`src/rtl/gn2d_pkg.sv`:
```
// Package with constants and gradient helpers for the gradient noise block.
`timescale 1ns / 1ps
package gn2d_pkg;
    localparam int TABLE_DEPTH_DEF = 256;
    localparam int FRAC_BITS_DEF   = 16;
    localparam int COORD_W         = 32;
    localparam int OUT_W           = 18;
    localparam int ENTRY_W         = 8;

    localparam logic KIND_LOAD = 1'b0;
    localparam logic KIND_EVAL = 1'b1;

    // Gradient index h mod 12: the two low bits pass through and the upper six
    // bits are reduced mod 3 by compare and subtract.
    function automatic logic [3:0] grad_sel(input logic [7:0] h);
        logic [5:0] r;
        r = h[7:2];
        for (int k = 4; k >= 0; k--)
        begin
            if (r >= 6'(3 << k))
            begin
                r = r - 6'(3 << k);
            end
        end
        grad_sel = {r[1:0], h[1:0]};
    endfunction

    // Gradient x and y component for hash value h (h mod 12 taken inside).
    function automatic logic signed [1:0] grad_x(input logic [7:0] h);
        logic [3:0] g;
        g = grad_sel(h);
        case (g)
            4'd6, 4'd7: grad_x = 2'sd0;
            4'd0, 4'd2, 4'd4, 4'd8, 4'd10: grad_x = 2'sd1;
            default: grad_x = -2'sd1;
        endcase
    endfunction

    function automatic logic signed [1:0] grad_y(input logic [7:0] h);
        logic [3:0] g;
        g = grad_sel(h);
        case (g)
            4'd4, 4'd5: grad_y = 2'sd0;
            4'd0, 4'd1, 4'd6, 4'd8, 4'd9: grad_y = 2'sd1;
            default: grad_y = -2'sd1;
        endcase
    endfunction
endpackage

```
`src/rtl/gn2d_front.sv`:
```
// Front end: takes input beats, writes the table on loads, queues evaluations.
`timescale 1ns / 1ps
module gn2d_front #(
    parameter int TABLE_DEPTH = gn2d_pkg::TABLE_DEPTH_DEF
) (
    input  logic                                clk,
    input  logic                                rst_n,
    input  logic                                valid,
    output logic                                ready,
    input  logic                                kind,
    input  logic [gn2d_pkg::ENTRY_W-1:0]        entry_index,
    input  logic [gn2d_pkg::ENTRY_W-1:0]        entry_value,
    input  logic signed [gn2d_pkg::COORD_W-1:0] coord_x,
    input  logic signed [gn2d_pkg::COORD_W-1:0] coord_y,
    input  logic                                tbl_busy,
    output logic                                tbl_we,
    output logic [$clog2(TABLE_DEPTH)-1:0]      tbl_waddr,
    output logic [gn2d_pkg::ENTRY_W-1:0]        tbl_wdata,
    output logic                                q_valid,
    input  logic                                q_ready,
    output logic signed [gn2d_pkg::COORD_W-1:0] q_x,
    output logic signed [gn2d_pkg::COORD_W-1:0] q_y
);
    localparam int AW = $clog2(TABLE_DEPTH);
    localparam int QD = 2;

    logic signed [gn2d_pkg::COORD_W-1:0] qx_reg [QD];
    logic signed [gn2d_pkg::COORD_W-1:0] qy_reg [QD];
    logic [0:0] wp_reg, rp_reg;
    logic [1:0] cnt_reg;
    logic       acc, push, pop;

    // A load waits until no earlier evaluation still has to read the table.
    assign ready = (cnt_reg != 2'(QD))
                   && ((kind == gn2d_pkg::KIND_EVAL) || ((cnt_reg == 2'd0) && !tbl_busy));
    assign acc   = valid && ready;
    assign push  = acc && (kind == gn2d_pkg::KIND_EVAL);
    assign pop   = q_valid && q_ready;

    assign tbl_we    = acc && (kind == gn2d_pkg::KIND_LOAD)
                       && ({24'b0, entry_index} < 32'(TABLE_DEPTH));
    assign tbl_waddr = AW'(entry_index);
    assign tbl_wdata = entry_value;

    assign q_valid = (cnt_reg != 2'd0);
    assign q_x     = qx_reg[rp_reg];
    assign q_y     = qy_reg[rp_reg];

    always_ff @(posedge clk)
    begin
        if (push)
        begin
            qx_reg[wp_reg] <= coord_x;
            qy_reg[wp_reg] <= coord_y;
        end
    end

    always_ff @(posedge clk or negedge rst_n)
    begin
        if (!rst_n)
        begin
            wp_reg  <= '0;
            rp_reg  <= '0;
            cnt_reg <= '0;
        end
        else
        begin
            if (push)
            begin
                wp_reg <= wp_reg + 1'b1;
            end
            if (pop)
            begin
                rp_reg <= rp_reg + 1'b1;
            end
            cnt_reg <= cnt_reg + 2'(push) - 2'(pop);
        end
    end
endmodule

```
`config.mk`:
```
export PLATFORM = sky130hd
export DESIGN_NAME = gn2d_front
export DESIGN_NICKNAME = d
export VERILOG_FILES = /design/src/rtl/gn2d_pkg.sv /design/src/rtl/gn2d_front.sv
export SDC_FILE = /design/constraint.sdc
export NUM_CORES = 1
export LEC_CHECK = 0
export BUFFER_PORTS_ARGS = -buffer_cell sky130_fd_sc_hd__buf_2
export CAP_MARGIN = 15
export CELL_PAD_IN_SITES_DETAIL_PLACEMENT = 1
export CELL_PAD_IN_SITES_GLOBAL_PLACEMENT = 2
export CORE_ASPECT_RATIO = 1.75
export CORE_MARGIN = 4
export CORE_UTILIZATION = 25
export CTS_BUF_LIST = sky130_fd_sc_hd__clkbuf_2 sky130_fd_sc_hd__clkbuf_4 sky130_fd_sc_hd__clkbuf_8
export DETAILED_ROUTE_END_ITERATION = 10
export HOLD_SLACK_MARGIN = 0.12
export PLACE_DENSITY_LB_ADDON = 0.1
export SLEW_MARGIN = 30
export SYNTH_ARGS = -nofsm -noshare
export SYNTH_HDL_FRONTEND = slang
export SYNTH_SLANG_ARGS = --single-unit
```
`constraint.sdc`:
```
create_clock -name clk -period 11.1 [get_ports clk]
set_input_delay 0.555 -clock clk [delete_from_list [all_inputs] [get_ports clk]]
set_output_delay 0.555 -clock clk [all_outputs]
set_load 0.05 [all_outputs]
```
==> qor.json <==
{
  "crit_required_ns": 10.55,
  "clock.fmax_mhz": 327,
  "setup_viol": 0,
  "async_flop_share_pct": 3.03,
  "pin_count": 169,
  "p_total_w": 0.00181,
  "synth-edff-count": 128,
  "cts_setup_buffers": 0,
  "crit_type": "reg2out",
  "relSlewSlack_pct": 43.1,
  "final_common_cell": "buf_2",
  "nNetsFinal": 460,
  "clkSinkCount": 132,
  "crit_chain": "buf_4, mux2_1, buf_2",
  "synth_largest_type_area_fraction_pct": 74.3,
  "grt_setup_unrepaired": "no",
  "critPathTopFamily": "buffers and inverters",
  "outcome": "completed",
  "setup_tns_ns": 0,
  "cap_viol_max_count": 0,
  "number_of_h_tree_branching_levels": 4,
  "initialDrtViolationCount": 72,
  "ys_top_cells_by_area": "edfxtp_1 74%, mux2_4 15%, mux2_1 3.0%, buf_4 2.3%, dfrtp_1 1.9%",
  "yosys.cell_types.count": 18,
  "mappedNetlistNets": 324,
  "cpMaxStageDelayCell": "dfrtp_4",
  "wire_length_of_the_first_global_routing_pass_um": 16100,
  "drt-wirelength-per-cell_um": 17.5,
  "clock_insertion_delay_worst_skew_ns": 0.43,
  "first_pass_iters": 4,
  "power_per_cell_area_nw_per_um2": 279,
  "synth_area_um2": 5170,
  "final_antenna_diode_count": 0,
  "timing.critical_path.buf_inv": 2,
  "maximum_number_of_pins_on_one_net_before_global_route_repair": 40,
  "synth.avg_cell_area_um2": 21.9,
  "synth_flop_cell": "edfxtp_1",
  "gp_congestion": 0.682,
  "avgViaCountPerCell": 4.03,
  "numCtsBuffers": 17,
  "cts.root.buffer_cell": "clkbuf_8",
  "fin_worst_skew_ns": 0.0126,
  "dr_total_vias": 2552,
  "timing_hold_violations_final": 0,
  "io_buffer_count": 136,
  "critical_path.startpoint_type": "flip-flop",
  "die_h_um": 198,
  "crit_path_max_fanout": 35,
  "floorplan.core_area_um2": 20400,
  "grt_use_total_pct": 9.79,
  "synthesis.instances": 236,
  "layout-drive-gt1-share_pct": 58.2,
  "synth_top_area_cell": "edfxtp_1",
  "final-max-slew-violation-count": 0,
  "remaining_drc_errors": 0,
  "arrival_ns": 2.50,
  "initial_standard_cell_utilization_of_the_core_pct": 25.4,
  "cts_tree": "done",
  "synth-seq-area-share_pct": 76.2,
  "post_cts_resize_count": 0,
  "timing.critical_path.to_type": "output port",
  "critical-path-max-stage-delay_ns": 0.82,
  "totalWireLength_um": 11000,
  "finalWorstPathRequiredPeriod_ns": 3.06,
  "min_period_over_period_pct": 27.6,
  "final_global_route_overflow_total": 0,
  "area_delta_synth_final_pct": 25.3,
  "most-common-layout-cells": "136 x buf_2, 128 x edfxtp_1, 50 x mux2_4, 17 x clkbuf_8, 14 x mux2_1",
  "placement_rows": 69,
  "path_clk_slew_ns": 0.08,
  "hold_path_class": "in2reg",
  "clk_path_buf_depth": 2,
  "hpwlAfterDp_um": 7670,
  "max_slew.worst_pin.slew_ns": 0.851,
  "final_cell_count_no_fill": 633,
  "first_global_vias": 2861,
  "fp.dieArea_um2": 23100,
  "irDropWorstVdd_mv": 0.106,
  "cts_hold_buf": 1,
  "yosys_register_bits": 132,
  "synthesis.yosys.warnings": 0,
  "power.leakage_nw": 2.52,
  "grt_antenna_before_repair": 1,
  "place_inst": 600,
  "drtAntennaViolNets": 0,
  "floorplan.die.width_um": 117
}
layer usage:
metal  part of all wire (%)  track usage [%]  wire length (um)  vias up
met4                    1.6             3.95               180        2
met3                    5.2             3.30               575       13
met1                     33             9.43              3660     1291
li1                       -                -                 -     1166
met2                     60             18.5              6620       80
met5                   0.12                0                13        -
kinds of logic after synthesis:
group	count (synthesis)	share of synthesized area, %
simple gates	8	1.02
buf+inv	25	3.87
mux	64	17.6
compound gates	1	0.145
flops	132	76.2
xor+xnor	4	0.677
fa+ha+maj	2	0.484
cell usage after synthesis (all sizes together) (2+ instances only):
master,count
buf,23
xnor2,3
dfrtp,4
mux2,64
nor2,3
inv,2
ha,2
edfxtp,128
cell type report:
cell class                      count  area, um2
Clock buffer                       19        249
Clock inverter                     13        208
Fill cell                        2129      13900
Inverter                            2       7.51
Multi-Input combinational cell     79       1040
Sequential cell                   132       3950
Tap cell                          248        310
Timing Repair Buffer              140        713
metrics by stage:
step / setup WS (ns) / utilization, % / hold WS, ns / cell area [um2]
floorplan: 7.21 / - / 0.259 / 5170
global placement: 8.37 / 29.5 / 0.374 / 6010
detailed placement: 8.35 / 29.5 / 0.380 / 6010
CTS: 7.90 / 31.8 / 0.268 / 6480
global route: 7.85 / 31.8 / 0.260 / 6480
finish: 8.04 / 31.8 / 0.315 / 6480
where the power goes:
group / internal (W) / total, W / switching (W) / leakage, nW
registers: 0.000622 / 0.000672 / 0.0000493 / 1.22
clock network: 0.000272 / 0.000452 / 0.000180 / 0.222
logic: 0.000218 / 0.000685 / 0.000467 / 1.08
worst register-to-register path: stages, from the launching register on:
cell      delay, ns
dfrtp_1        0.39
nand2b_1       0.14
nand3_1        0.26
nor2_4         0.72
buf_4          0.62
final timing paths:
kind                       startpoint            end  slack (ns)  depth (start not counted)
min in group asynchronous       rst_n         wp_reg        0.46                          2
max in group asynchronous       rst_n         rp_reg       10.48                          2
max                            rp_reg        q_y[12]        8.04                          3
max reg2reg                cnt_reg[0]  qx_reg[1][19]        8.56                          4
min                        coord_x[9]   qx_reg[1][9]        0.32                          1
min reg2reg                cnt_reg[1]     cnt_reg[1]        0.51                          1
No activity file was read; power rests on OpenSTA's default activity.
